==> src/vfc_pkg.sv <==
// Types, codes and constants shared by the voxel face cull core.
package vfc_pkg;

  localparam logic [7:0] TRANSPARENT_RESET = 8'd5;
  localparam logic [7:0] AIR_TYPE          = 8'd0;
  localparam int         QUEUE_DEPTH       = 4;

  localparam logic FUNC_WRITE = 1'b0;
  localparam logic FUNC_QUERY = 1'b1;

  localparam logic [2:0] FACE_BACK   = 3'd0;
  localparam logic [2:0] FACE_FRONT  = 3'd1;
  localparam logic [2:0] FACE_LEFT   = 3'd2;
  localparam logic [2:0] FACE_RIGHT  = 3'd3;
  localparam logic [2:0] FACE_TOP    = 3'd4;
  localparam logic [2:0] FACE_BOTTOM = 3'd5;

  // Where a face's neighbor type comes from.
  typedef enum logic [1:0] {
    SRC_MEM    = 2'd0,
    SRC_EDGE_X = 2'd1,
    SRC_EDGE_Z = 2'd2,
    SRC_AIR    = 2'd3
  } vfc_src_t;

  typedef enum logic [1:0] {
    BS_IDLE = 2'd0,
    BS_READ = 2'd1,
    BS_EMIT = 2'd2
  } vfc_bstate_t;

  typedef struct packed {
    logic       func;
    logic [3:0] pos_x;
    logic [7:0] pos_y;
    logic [3:0] pos_z;
    logic [7:0] block_type;
    logic [7:0] edge_x_type;
    logic [7:0] edge_z_type;
  } vfc_in_t;

  typedef struct packed {
    logic [3:0] out_x;
    logic [7:0] out_y;
    logic [3:0] out_z;
    logic [2:0] face_id;
    logic       face_valid;
    logic       last_face;
  } vfc_out_t;

  // Classified command passed from the front to the back.
  typedef struct packed {
    logic                 func;
    logic                 in_chunk;
    logic [3:0]           pos_x;
    logic [7:0]           pos_y;
    logic [3:0]           pos_z;
    logic [7:0]           block_type;
    logic [7:0]           edge_x_type;
    logic [7:0]           edge_z_type;
    vfc_src_t [5:0]       src;
  } vfc_cmd_t;

  // Neighbor source for a read step: step 0 is the cell itself, steps 1..6 are faces 0..5.
  function automatic vfc_src_t src_of_step(input vfc_src_t [5:0] src, input logic [2:0] step);
    vfc_src_t s;
    case (step)
      3'd1:    s = src[0];
      3'd2:    s = src[1];
      3'd3:    s = src[2];
      3'd4:    s = src[3];
      3'd5:    s = src[4];
      3'd6:    s = src[5];
      default: s = SRC_MEM;
    endcase
    return s;
  endfunction

endpackage

==> src/vfc_front.sv <==
// Front end: range check and neighbor source classification of an input word.
module vfc_front #(
  parameter int CHUNK_WIDTH  = 16,
  parameter int CHUNK_HEIGHT = 256,
  parameter int CHUNK_DEPTH  = 16
) (
  input  vfc_pkg::vfc_in_t  in_data,
  output vfc_pkg::vfc_cmd_t cmd
);
  import vfc_pkg::*;

  logic in_x, in_y, in_z;

  assign in_x = int'(in_data.pos_x) < CHUNK_WIDTH;
  assign in_y = int'(in_data.pos_y) < CHUNK_HEIGHT;
  assign in_z = int'(in_data.pos_z) < CHUNK_DEPTH;

  always_comb begin
    cmd             = '0;
    cmd.func        = in_data.func;
    cmd.in_chunk    = in_x && in_y && in_z;
    cmd.pos_x       = in_data.pos_x;
    cmd.pos_y       = in_data.pos_y;
    cmd.pos_z       = in_data.pos_z;
    cmd.block_type  = in_data.block_type;
    cmd.edge_x_type = in_data.edge_x_type;
    cmd.edge_z_type = in_data.edge_z_type;
    // Across a side edge take the host's type, past top or bottom take air.
    cmd.src[FACE_BACK]   = (in_data.pos_z == 4'd0) ? SRC_EDGE_Z : SRC_MEM;
    cmd.src[FACE_FRONT]  = (int'(in_data.pos_z) + 1 >= CHUNK_DEPTH) ? SRC_EDGE_Z : SRC_MEM;
    cmd.src[FACE_LEFT]   = (in_data.pos_x == 4'd0) ? SRC_EDGE_X : SRC_MEM;
    cmd.src[FACE_RIGHT]  = (int'(in_data.pos_x) + 1 >= CHUNK_WIDTH) ? SRC_EDGE_X : SRC_MEM;
    cmd.src[FACE_TOP]    = (int'(in_data.pos_y) + 1 >= CHUNK_HEIGHT) ? SRC_AIR : SRC_MEM;
    cmd.src[FACE_BOTTOM] = (in_data.pos_y == 8'd0) ? SRC_AIR : SRC_MEM;
  end

endmodule

==> config.mk <==
export PLATFORM = sky130hd
export DESIGN_NAME = vfc_front
export DESIGN_NICKNAME = d
export VERILOG_FILES = /design/src/vfc_pkg.sv /design/src/vfc_front.sv
export SDC_FILE = /design/constraint.sdc
export NUM_CORES = 1
export LEC_CHECK = 0
export BUFFER_PORTS_ARGS = -buffer_cell sky130_fd_sc_hd__buf_2
export CORE_MARGIN = 2
export CORE_UTILIZATION = 27
export DETAILED_ROUTE_END_ITERATION = 7
export PLACE_DENSITY = 0.93
export SKIP_LAST_GASP = 1
export SLEW_MARGIN = 5
export SYNTH_ARGS = -nofsm -noshare
export SYNTH_HDL_FRONTEND = slang
export SYNTH_SLANG_ARGS = --single-unit
==> constraint.sdc <==
create_clock -name vclk -period 1.8
set_input_delay 0.27 -clock vclk [all_inputs]
set_output_delay 0.27 -clock vclk [all_outputs]
set_load 0.05 [all_outputs]
Yosys cells after proc, flatten, opt, wreduce, memory -nomap -nowiden
Index checks and enable logic that the tools add are counted.
Storage, ports and cells
  bits in registers: 0
Cells by class
  add/sub/neg operators: 3
  order comparisons: 3
  muxes and demuxes: 6
  reduce and logical (&&, ||, !) cells: 3
Operator list (number)
  adder 4 x 1 -> 5 bit, second input constant: 2
  greater-or-equal comparator 5 bit, second input constant: 2
  adder 8 x 1 -> 9 bit, second input constant: 1
  greater-or-equal comparator 9 bit, second input constant: 1
  zero test 4 bit: 2
  zero test 8 bit: 1
  2-to-1 mux 2 bit: 4
  2-to-1 mux 1 bit: 2

Logic depth before layout (Yosys ltp)
Gate-level depths: netlist (run 1).
  depth after elaboration: 3
  mapped depth: 3
  depth with buffers taken out: 2

Worst setup path after synthesis (run 1)
Ideal clock, no wire load.
  kind: input port to output port
  start point: input in_data[25] (netlist bit)
  end point: output cmd[1] (netlist bit)
  data arrival time: 1825 ps
  slack: -295 ps
  stages: 1
  buffers on the path: 0
  path through: nor4_1
On the way
  longest elaborated chain between the ends: 2
Ends and longest elaborated chain
  start: declaration: RTL line vfc_front.sv:7  | input vfc_pkg::vfc_in_t in_data,
  zero test 4 bit: RTL line vfc_front.sv:29  | cmd.src[FACE_BACK] = (in_data.pos_z == 4'd0) ? SRC_EDGE_Z : SRC_MEM;
  2-to-1 mux 2 bit: RTL line vfc_front.sv:29
  end: declaration: RTL line vfc_front.sv:8  | output vfc_pkg::vfc_cmd_t cmd
Every way passes these cells.

==> results of run 1 <==
## cell usage after synthesis
cell type	n	area, sq um
buf_4	48	360
and4_1	2	17.5
conb_1	2	7.51
nor4_1	2	12.5
or4_1	2	15.0
nand4_1	2	12.5
nor2_1	2	7.51
## critical path: cells and delay by family
kind          cells  cell delay [ns]
buf+inv           2             0.38
simple gates      2             0.70
## final timing paths
path	from	to	slack (ns)	depth (start not counted)
setup / recovery	in_data[35]	cmd[10]	0.17	4
hold / removal	in_data[0]	cmd[12]	0.54	0
## stage by stage
step | utilization (%) | setup slack, ns | hold slack [ns]
floorplan | - | 0.108 | 0.634
global placement | 21.5 | 0.200 | 0.540
detailed placement | 21.5 | 0.178 | 0.540
CTS | 21.5 | 0.175 | 0.540
global route | 21.5 | 0.148 | 0.540
finish | 21.5 | 0.175 | 0.540
## kinds of logic (layout without fill, tap and decap cells)
kind of cell	Yosys count	count (layout)	synth area share, %
other	2	5	1.73
buffers and inverters	48	40	83.2
AND/OR/NAND/NOR	10	10	15.0
## where the power goes
group	switching (W)	total (W)	leakage [nW]	internal (W)
Combinational	0.000122	0.000151	0.199	0.0000296
Clock	0	0	0	0
Sequential	0	0	0	0
## routing by layer
metal	routed length (um)	part of all wire, %	GRT usage [%]	vias to the layer above
met5	0	0	0	-
met4	66	8.2	6.67	0
met1	151	19	2.22	133
met2	424	53	14.7	39
li1	-	-	-	134
met3	164	20	2.45	16
## cell type report
| class | count | area (sq um) |
|---|---|---|
| multi-input cells | 15 | 104 |
| fillers | 175 | 1180 |
| repair buffers | 40 | 200 |
| well taps | 16 | 20.0 |
==> flow_summary.toml, run 1 <==
[pwr]
p_total_w = 0.000151
power.leakage_nw = 0.199
power_density_nw_per_um2 = 467
irDropWorstVdd_uv = 161

[final_layout]
mostFrequentLayoutCells = "40 x buf_2, 5 x conb_1"
final_area_sq_um = 324
drive_gt1_share_pct = 78.2
area_delta_synth_final_pct = -25.1
final_cells = 71
register_area_sq_um = 0
final_common_cell = "buf_2"
design.seq.count = 0
n_clock_buffer = 0
final_nets = 98
num_antenna_cells = 0

[route]
totalWireLength_um = 807
vias_per_cell = 4.54
avgRoutedWirePerCell_um = 11.4
via_count = 322
drt_pre_antenna_iters = 1
drc = 0
antenna_left = 0
dr.first_iter.drc_count = 0

[global_route]
grt_max_degree = 4
grt_usage_pct = 6.39
overflow = 0
grt_pass1_wl_um = 1010
antenna_found_initial = 0
grt_pass1_vias = 274

[clock_network]
cts_setup_buffers = 0
cts_resized = 0
hold_buffers = 0

[timing]
final_max_slew_viol_count = 0
fin_crit_sh_pct = 90.3
setup-tns-final_ns = 0
setup_viol = 0
fmax_ghz = 0.615
fin_crit_ns = 1.63
rsz0062_at_grt = "false"
finalHoldViolations = 0

[setup_path]
cp_slowest_cell = "or4_1"
worst_setup_path_end_kind = "output port"
startpoint_type = "primary input"
path_max_fanout = 3
worstPathCellList = "buf_2 -> or4_1 -> nor2_4 -> buf_2"
worstPathArrival_ns = 1.36
worstPathRequired_ns = 1.53
slowest_delay_ns = 0.57
crit_type = "primary input to output port"
critical_path.most_common_cell = "buf_2"

[synth]
synth_warnings = 0
syn-instance-count = 60
synth_area_per_cell_sq_um = 7.22
ys_seq_area_share_pct = 0
netlist_area_sq_um = 433
synth_cell_types = 7

[floorplan]
dieArea_sq_um = 1940
start_util_pct = 28.7
core-area_sq_um = 1510
die_x_um = 44.0
num_io_pins = 95
rows = 14
die_h_um = 44.0

[placed_design]
placed_cell_area_sq_um = 324
hpwl_um = 737
place_congestion = 0.603
place_inst = 71
port_buffers = 40

[flow_run]
drv_cap = 0

[min_path]
hold_class = "primary input to output port"

[outcome]
status = "finished, final reports clean"
Note: power is estimated with default switching activity, not from simulation.
==> run 2: changes to the inputs <==
--- a/config.mk
+++ b/config.mk
@@ -10,6 +10,8 @@
 export CORE_UTILIZATION = 27
 export DETAILED_ROUTE_END_ITERATION = 7
 export PLACE_DENSITY = 0.93
+export RECOVER_POWER = 50
+export REMOVE_ABC_BUFFERS = 1
 export SKIP_LAST_GASP = 1
 export SLEW_MARGIN = 5
 export SYNTH_ARGS = -nofsm -noshare
==> run 2 against run 1 <==
Sequential cell count unchanged; cell count unchanged; worst setup slack better by 0.033 ns; critical path depth is the same.
==> flow_summary.toml, run 2 (synthesized netlist as in run 1, its figures left out) <==
[floorplan]
rows = 14
die_x_um = 44.0
core-area_sq_um = 1510
num_io_pins = 95
start_util_pct = 28.7
dieArea_sq_um = 1940
die_h_um = 44.0

[setup_path]
worstPathCellList = "buf_2 -> or4_1 -> nor2_1 -> buf_2"
crit_type = "primary input to output port"
startpoint_type = "primary input"
slowest_delay_ns = 0.51
cp_top_family = "simple AND/OR/NAND/NOR gates"
cp_slowest_cell = "or4_1"
path_max_fanout = 3
critPathBufInv = 2
crit_start = "in_data[35]"
critical_path.most_common_cell = "buf_2"
worstPathArrival_ns = 1.32
worstPathRequired_ns = 1.53
worst_setup_path_end_kind = "output port"

[pwr]
power_frac_seq_pct = 0
comb_power_share_pct = 100.0
power_density_nw_per_um2 = 499
power_frac_clock_pct = 0
p_sw_share_pct = 80.9
irDropWorstVdd_uv = 121
power.leakage_nw = 0.198
power.switching_w = 0.000123
internal_power_w = 0.0000290

[timing]
finalHoldViolations = 0
fin_crit_ns = 1.59
setup-tns-final_ns = 0
final_max_slew_viol_count = 0
setup_viol = 0
rsz0062_at_grt = "false"
whs_ns = 0.540
fin_crit_sh_pct = 88.5
fmax_ghz = 0.628

[clock_network]
cts_setup_buffers = 0
cts_resized = 0
hold_buffers = 0

[final_layout]
fillers = 181
num_antenna_cells = 0
final_cells = 71
mostFrequentLayoutCells = "40 x buf_2, 5 x conb_1"
area_delta_synth_final_pct = -29.8
final_common_cell = "buf_2"
n_clock_buffer = 0
design.seq.count = 0
final_nets = 98
drive_gt1_share_pct = 72.7
multiInputGateArea_sq_um = 83.8
post-route-util_pct = 20.2
register_area_sq_um = 0

[global_route]
grt_pass1_vias = 298
grt_usage_pct = 19.7
grt_max_degree = 4
grt_pass1_wl_um = 2440
overflow = 0
antenna_found_initial = 0

[placed_design]
place_inst = 71
place_congestion = 0.980
hpwl_um = 1990
port_buffers = 40

[min_path]
hold_class = "primary input to output port"
min_from = "in_data[0]"

[route]
dr.first_iter.drc_count = 6
drc = 0
totalWireLength_um = 2050
via_count = 312
antenna_left = 0
drt_pre_antenna_iters = 4
avgRoutedWirePerCell_um = 28.9
vias_per_cell = 4.39

[outcome]
status = "finished, final reports clean"

[flow_run]
drv_cap = 0
==> run 2: cell counts in the layout (fill, tap and decap cells not counted) <==
No cell type changed its count.
==> run 2: power groups by stage <==
stage / Clock [W] / Sequential, W / Combinational, W
floorplan: 0 / 0 / 0.0000355
global placement: 0 / 0 / 0.000150
detailed placement: 0 / 0 / 0.000152
CTS: 0 / 0 / 0.000152
global route: 0 / 0 / 0.000156
finish: 0 / 0 / 0.000152
==> run 2: layer usage <==
| metal | vias up | GRT usage, % | share of wire, % |
|---|---|---|---|
| met5 | - | 11.4 | 0 |
| met4 | 0 | 3.03 | 0 |
| met3 | 0 | 23.7 | 30 |
| met2 | 62 | 35.6 | 52 |
| met1 | 118 | 11.6 | 18 |
| li1 | 132 | - | - |
==> run 2: path summary, 6_finish.rpt <==
kind / end / cells after the start / slack, ns
setup / recovery: cmd[11] / 4 / 0.21
hold / removal: cmd[12] / 0 / 0.54
==> run 2: per-stage QoR <==
stage	area [sq um]	worst slack [ns]	power (W)
after floorplan	83.8	-0.529	0.0000355
after global placement	304	0.202	0.000150
after detailed placement	304	0.195	0.000152
after CTS	304	0.191	0.000152
after global routing	304	0.148	0.000156
final	304	0.208	0.000152
==> run 2: cell type report <==
class	instances	area share, %
Timing Repair Buffer	40	65.8
Multi-Input combinational cell	15	27.6
Tap cell	16	6.58
