## src/vfc_pkg.sv

```systemverilog
// Types, codes and constants shared by the voxel face cull core.
package vfc_pkg;

  localparam logic [7:0] TRANSPARENT_RESET = 8'd5;
  localparam logic [7:0] AIR_TYPE          = 8'd0;
  localparam int         QUEUE_DEPTH       = 4;

  localparam logic FUNC_WRITE = 1'b0;
  localparam logic FUNC_QUERY = 1'b1;

  localparam logic [2:0] FACE_BACK   = 3'd0;
  localparam logic [2:0] FACE_FRONT  = 3'd1;
  localparam logic [2:0] FACE_LEFT   = 3'd2;
  localparam logic [2:0] FACE_RIGHT  = 3'd3;
  localparam logic [2:0] FACE_TOP    = 3'd4;
  localparam logic [2:0] FACE_BOTTOM = 3'd5;

  // Where a face's neighbor type comes from.
  typedef enum logic [1:0] {
    SRC_MEM    = 2'd0,
    SRC_EDGE_X = 2'd1,
    SRC_EDGE_Z = 2'd2,
    SRC_AIR    = 2'd3
  } vfc_src_t;

  typedef enum logic [1:0] {
    BS_IDLE = 2'd0,
    BS_READ = 2'd1,
    BS_EMIT = 2'd2
  } vfc_bstate_t;

  typedef struct packed {
    logic       func;
    logic [3:0] pos_x;
    logic [7:0] pos_y;
    logic [3:0] pos_z;
    logic [7:0] block_type;
    logic [7:0] edge_x_type;
    logic [7:0] edge_z_type;
  } vfc_in_t;

  typedef struct packed {
    logic [3:0] out_x;
    logic [7:0] out_y;
    logic [3:0] out_z;
    logic [2:0] face_id;
    logic       face_valid;
    logic       last_face;
  } vfc_out_t;

  // Classified command passed from the front to the back.
  typedef struct packed {
    logic                 func;
    logic                 in_chunk;
    logic [3:0]           pos_x;
    logic [7:0]           pos_y;
    logic [3:0]           pos_z;
    logic [7:0]           block_type;
    logic [7:0]           edge_x_type;
    logic [7:0]           edge_z_type;
    vfc_src_t [5:0]       src;
  } vfc_cmd_t;

  // Neighbor source for a read step: step 0 is the cell itself, steps 1..6 are faces 0..5.
  function automatic vfc_src_t src_of_step(input vfc_src_t [5:0] src, input logic [2:0] step);
    vfc_src_t s;
    case (step)
      3'd1:    s = src[0];
      3'd2:    s = src[1];
      3'd3:    s = src[2];
      3'd4:    s = src[3];
      3'd5:    s = src[4];
      3'd6:    s = src[5];
      default: s = SRC_MEM;
    endcase
    return s;
  endfunction

endpackage

```

## src/vfc_queue.sv

```systemverilog
// Short command queue between the front end and the back end.
module vfc_queue (
  input  logic              clk,
  input  logic              rst_n,
  input  logic              push_valid,
  output logic              push_stall,
  input  vfc_pkg::vfc_cmd_t push_data,
  output logic              pop_valid,
  input  logic              pop_ready,
  output vfc_pkg::vfc_cmd_t pop_data
);
  import vfc_pkg::*;

  localparam int PW = $clog2(QUEUE_DEPTH);
  localparam int CW = $clog2(QUEUE_DEPTH + 1);

  vfc_cmd_t        entry_r [QUEUE_DEPTH];
  logic [PW-1:0]   wr_ptr_r, wr_ptr_nxt;
  logic [PW-1:0]   rd_ptr_r, rd_ptr_nxt;
  logic [CW-1:0]   count_r, count_nxt;
  logic            do_push, do_pop;

  assign push_stall = (count_r == CW'(QUEUE_DEPTH));
  assign pop_valid  = (count_r != '0);
  assign pop_data   = entry_r[rd_ptr_r];
  assign do_push    = push_valid && !push_stall;
  assign do_pop     = pop_valid && pop_ready;

  always_comb begin
    wr_ptr_nxt = wr_ptr_r;
    rd_ptr_nxt = rd_ptr_r;
    count_nxt  = count_r;
    if (do_push) begin
      wr_ptr_nxt = (wr_ptr_r == PW'(QUEUE_DEPTH - 1)) ? '0 : wr_ptr_r + PW'(1);
    end
    if (do_pop) begin
      rd_ptr_nxt = (rd_ptr_r == PW'(QUEUE_DEPTH - 1)) ? '0 : rd_ptr_r + PW'(1);
    end
    if (do_push && !do_pop) begin
      count_nxt = count_r + CW'(1);
    end else if (do_pop && !do_push) begin
      count_nxt = count_r - CW'(1);
    end
  end

  always_ff @(posedge clk) begin
    if (!rst_n) begin
      wr_ptr_r <= '0;
      rd_ptr_r <= '0;
      count_r  <= '0;
    end else begin
      wr_ptr_r <= wr_ptr_nxt;
      rd_ptr_r <= rd_ptr_nxt;
      count_r  <= count_nxt;
    end
  end

  always_ff @(posedge clk) begin
    if (do_push) begin
      entry_r[wr_ptr_r] <= push_data;
    end
  end

endmodule

```

## config.mk

```make
export PLATFORM = sky130hd
export DESIGN_NAME = vfc_queue
export DESIGN_NICKNAME = d
export VERILOG_FILES = /design/src/vfc_pkg.sv /design/src/vfc_queue.sv
export SDC_FILE = /design/constraint.sdc
export NUM_CORES = 1
export LEC_CHECK = 0
export BUFFER_PORTS_ARGS = -buffer_cell sky130_fd_sc_hd__clkbuf_2
export CORE_UTILIZATION = 31
export CTS_BUF_LIST = sky130_fd_sc_hd__clkbuf_8
export CTS_CLUSTER_DIAMETER = 30
export DETAILED_ROUTE_END_ITERATION = 7
export HOLD_SLACK_MARGIN = 0.02
export SLEW_MARGIN = 40
export SYNTH_ARGS = -nofsm -noshare
export SYNTH_HDL_FRONTEND = slang
export SYNTH_SLANG_ARGS = --single-unit
```

## constraint.sdc

```tcl
create_clock -name clk -period 2.6 [get_ports clk]
set_clock_uncertainty 0.2 [all_clocks]
set_input_delay 0.26 -clock clk [delete_from_list [all_inputs] [get_ports clk]]
set_output_delay 0.26 -clock clk [all_outputs]
set_load 0.05 [all_outputs]
```

# After elaboration in Yosys (flattened, before gate mapping)
# Memories as Yosys holds them, arrays and structs flattened. A register that Yosys moved wholly into a read port is not among the register bits.
# Index checks and enable logic that the tools add are counted.
# Widths: inputs -> output; s select.
# totals
regBits,7
ramBits,216
inputBits,58
out_inout_bits,56
word_cells,28
memories,1
# op_classes
addsub,4
n_eq_ne,3
n_mux,8
reduce_logical,9
# mem_list
memory,words,width,read_ports,rd_ports_with_merged_regs,wr,line,text
entry_r,4,54,1,1,1,vfc_queue.sv:17,vfc_cmd_t entry_r [QUEUE_DEPTH];
# op_table
cell,count
$mux 2,4
$mux 3,2
$add 2x1->2 const B,2
$eq 2x2->1 const B,2
$logic_and 1x1->1,4
$add 3x1->3 const B,1
$eq 3x3->1 const B,1
$logic_not 1->1,3
$reduce_bool 3->1,1
$sub 3x1->3 const B,1
$mux 1,2
$reduce_bool 2->1,1

# Depth between registers and ports, before layout
# depth
word_depth,7
ltp_mapped,9
mapped_depth_nobuf,8

# Worst setup path before layout
# No wires, ideal clock.
# synth_timing
path_kind,reg2reg
start,reg count_r[0]
end,mem entry_r[0][0] in the netlist's numbering (enable)
setup_ns,0.417
arrival_ns,2.188
required_ns,1.983
setup_slack_ns,-0.205
path_stages_with_launch,5
path_buffers,1
synth_period_minus_slack_ns,2.805
cell_sequence,dfxtp_1 > nor3b_2 > nor2b_1 > buf_2 > and2_1
# synth_via
elab_chain_len,5
# synth_rtl
element,line,text
from (decl),vfc_queue.sv:20,"logic [CW-1:0] count_r, count_nxt;"
from (signal assigned),vfc_queue.sv:54,count_r <= count_nxt;
$eq 3x3->1,vfc_queue.sv:23,assign push_stall = (count_r == CW'(QUEUE_DEPTH));
net push_stall,vfc_queue.sv:6,"output logic push_stall,"
$logic_not 1->1,vfc_queue.sv:26,assign do_push = push_valid && !push_stall;
$logic_and 1x1->1,vfc_queue.sv:26,
net do_push,vfc_queue.sv:21,"logic do_push, do_pop;"
$mux 1,vfc_queue.sv:59,if (do_push) begin
$mux 1 (implied by the code),vfc_queue.sv:60,entry_r[wr_ptr_r] <= push_data;
to (decl),vfc_queue.sv:17,
# The timed path passes the listed nets, and every way through them passes these cells.

==> summary.txt <==
Floorplanning
  • Width of the chip: 166 um
  • Cell Rows: between 50 and 60
  • Placeable core region: 0.0262 mm2
  • Initial Utilization: 31.8%
  • Chip height: between 150 and 200 um
  • Total die area: 0.0276 mm2
  • Top-level I/O count: 114

Synthesis
  • Synthesized area: roughly 0.0083 mm2
  • Most common cell in the synthesized netlist: sky130_fd_sc_hd__edfxtp_1
  • Number of synthesized register bits: 225
  • Number of nets in the synthesized netlist: 398
  • Number of synthesis warnings: 0
  • Share of synthesized area occupied by flip-flops and latches: 79.9%
  • Share of the synthesized area in compound gates (AO/OA/AOI/OAI): 0.360%
  • Avg Cell Area, Syn: approximately 25 um2
  • Top cells by area, synth: sky130_fd_sc_hd__edfxtp_1 78%, sky130_fd_sc_hd__mux4_2 14%, sky130_fd_sc_hd__dfxtp_1 2.2%, sky130_fd_sc_hd__mux4_1 1.3%, sky130_fd_sc_hd__buf_12 1.2%
  • Number of standard cells after synthesis: 333
  • Number of different library cells in the post-synthesis netlist: 25
  • EDFF count, synth: 216
  • Top_reg_cell synth: sky130_fd_sc_hd__edfxtp_1
  • Share of Yosys cell area claimed by the top area cell type: 77.8%
  • Commonest cells post-synth: 216 x sky130_fd_sc_hd__edfxtp_1, 50 x sky130_fd_sc_hd__mux4_2, 9 x sky130_fd_sc_hd__dfxtp_1
  • Simple logic cell fraction of the synthesized area: ~1.3%
  • Synthesized-area fraction occupied by adder cells: 1.14%
  • Multiplexer share of the synthesized area: between 10% and 20%
  • Largest family of logic cells by synthesized area: multiplexers
  • Share of synthesized flip-flops with an asynchronous set or reset: 0%
  • Share of the synthesized netlist area taken by xor and xnor gates: 0.210%
  • Yosys top cell by area: sky130_fd_sc_hd__edfxtp_1

GRT
  • GRT overflow: 0
  • Maximum number of pins on one net before global-route repair: 55
  • Initial antenna violation count: 0
  • Via count of the first global-routing pass: 4621
  • Total routing usage reported by global routing: a little under an eighth
  • Wire length of the first global-routing pass: 24800 um

Detailed routing
  • Post-detailed-route DRC marker count: 7
  • Vias per std cell: 4.45
  • Wirelength per Cell: between 15 and 20 um
  • Total number of vias: approximately 4100
  • Pre-Repair DR Iteration Count: 6
  • Post-DRT Antenna Nets: 0
  • Total Wirelength: 15900 um
  • Initial DRC Count: 218

Layout
  • Antenna diode count: 0
  • Cell Count, Final, Fillers Out: just over 900
  • Sequential cell area: 0.00667 mm2
  • Count of nets after finishing: 617
  • Combined area of the multi-input logic cells: 0.00152 mm2
  • Layout cell share with drive strength beyond 1: ~44%
  • Layout-stage area growth over the synthesis result: 32.0%
  • # fillers: between 2000 and 2500

STA
  • Number of setup violations in the final report: 0
  • Tmin final: around 2.5 ns
  • Final hold violations: 0
  • Relative slew slack: 74.0%
  • Number of slew-limit violations in the final report: 0
  • RSZ-0062 raised after global routing: false
  • Slew at the pin closest to its max-slew limit: around 0.4 ns
  • Final-layout setup total negative slack: 0 ns
  • Part of the cycle the worst path needs: 94.9%
  • Max frequency: 405 MHz

Clocking
  • CTS Root Cell: sky130_fd_sc_hd__clkbuf_8
  • CTS H-tree depth: 2
  • Clock Sinks: 225
  • Cts bufs inserted: 47
  • Skew-Pair Late Insertion Delay: around 0.53 ns
  • Maximum clock path buffer count: 3
  • CTS tree: built
  • CTS resizes: 0
  • Clock-pin transition on the worst setup and hold timing paths: about 0.060 ns

Worst setup path
  • Slowest CP cell: sky130_fd_sc_hd__mux4_1
  • Top delay family on crit path: multiplexers
  • Crit path buf inv count: 2
  • Crit. End Element: primary output
  • Critical path's largest stage delay: 0.58 ns
  • Class of the most critical setup path: flip-flop to primary output
  • Arrival time of data at the critical path endpoint: 2.01 ns
  • Kind of start point of the critical path: flip-flop
  • Required time reported for the critical path endpoint: around 2.1 ns
  • Sequence of cells on the critical path: buf_12 > mux4_1 > clkbuf_2
  • Max Fanout on Critical Path: 17

Place
  • Detailed Place HPWL: 9000 um
  • Count of buffers from port buffering: between 100 and 150
  • Placer's final routability congestion estimate: 0.648
  • Cell Count Post-Placement: 780

Min path
  • Path class of the lowest-slack min-delay path: primary input to flip-flop

Power and ir drop
  • Leak pwr: 3.85 nW
  • Overall power consumption: about 12 mW
  • Power Dens Cells: 1090 mW/mm2
  • Worst IR Drop VDD: 0.477 mV

Flow run
  • Max-cap violation count: 0

Outcome
  • Result of the run: finished, violations left
  • Failing checks: design-rule violations
[per-layer routing]
layer | wire length, um | vias up | share of wire, % | GRT usage (%)
li1 | - | 1864 | - | -
met1 | 6570 | 2096 | 41 | 13.7
met2 | 7990 | 107 | 50 | 20.4
met3 | 941 | 40 | 5.9 | 3.43
met4 | 408 | 0 | 2.6 | 4.63
met5 | 0 | - | 0 | 0
[sequential cells by signal (all words and copies together) (netlist names), named ones only]
register  flops
rd_ptr_r      2
entry_r     216
count_r       3
wr_ptr_r      2
[cell usage in the layout, fill, tap and decap left out, types with 6 or more instances in the layout]
cell / netlist / routed
sky130_fd_sc_hd__mux4_2: 50 / 50
sky130_fd_sc_hd__inv_1: 3 / 8
sky130_fd_sc_hd__buf_12: 5 / 9
sky130_fd_sc_hd__clkbuf_2: 1 / 113
sky130_fd_sc_hd__dlygate4sd3_1: 0 / 56
sky130_fd_sc_hd__dfxtp_1: 9 / 7
sky130_fd_sc_hd__bufinv_16: 0 / 6
sky130_fd_sc_hd__nand2_1: 6 / 6
sky130_fd_sc_hd__clkbuf_8: 0 / 51
sky130_fd_sc_hd__buf_4: 0 / 6
sky130_fd_sc_hd__ha_1: 6 / 6
sky130_fd_sc_hd__clkinv_2: 0 / 10
sky130_fd_sc_hd__edfxtp_1: 216 / 216
[what timing repair did]
action	4_1_cts	5_1_grt
setup endpoints to repair	43	0
buffers inserted	2	0
hold endpoints to repair	225	0
hold buffers	56	0
[worst paths after layout]
path | endpoint | slack, ns | cells past startpoint | start
max | pop_data[45] | 0.13 | 3 | flip-flop
min | wr_ptr_r[1]$_SDFFE_PN0P_ | 0.09 | 4 | push_valid
max reg2reg | count_r[2]$_SDFFE_PN0P_ | 0.19 | 7 | count_r[0]$_SDFFE_PN0P_
min reg2reg | wr_ptr_r[1]$_SDFFE_PN0P_ | 0.31 | 2 | wr_ptr_r[1]$_SDFFE_PN0P_
[layout make-up]
type	count	share of cell area, %
Clock buffer	51	6.37
Sequential cell	225	60.6
Clock inverter	33	3.03
Multi-Input combinational cell	91	13.8
Inverter	3	0.102
Timing Repair Buffer	184	12.3
Tap cell	335	3.81
[kinds of logic after synthesis]
group	after synthesis
multiplexers	57
flip-flops	225
AO/OA/AOI/OAI	5
adder cells (fa/ha/maj)	7
AND/OR/NAND/NOR	20
buffers and inverters	17
XOR/XNOR	2
[worst reg2reg max path, stage by stage (launching register included)]
cell and delay (ns):
sky130_fd_sc_hd__dfxtp_1 0.36, sky130_fd_sc_hd__o31ai_1 0.36, sky130_fd_sc_hd__ha_1 0.26, sky130_fd_sc_hd__inv_1 0.07
sky130_fd_sc_hd__fa_1 0.39, sky130_fd_sc_hd__xor2_1 0.19, sky130_fd_sc_hd__or3_1 0.33, sky130_fd_sc_hd__a21boi_0 0.17
[power by group]
| part | total, mW | leakage (nW) | internal [mW] | switching (mW) |
|---|---|---|---|---|
| Clock | 3.97 | 0.544 | 2.44 | 1.53 |
| Sequential | 4.55 | 2.05 | 4.42 | 0.126 |
| Combinational | 3.51 | 1.25 | 1.15 | 2.35 |
| Total | 12.0 | 3.85 | 8.01 | 4.01 |
[through the flow]
stage                     worst slack [ns]  hold WS [ns]  utilization [%]  instance area (um2)
after detailed placement             0.185         0.282             35.9                 9400
after global routing                0.0148        0.0864             42.0                11000
after floorplan                     0.0664         0.159                -                 8350
after CTS                           0.0464        0.0491             42.0                11000
final                                0.132        0.0878             42.0                11000
after global placement               0.389         0.272             35.9                 9400
No activity file was read; power rests on OpenSTA's default activity.
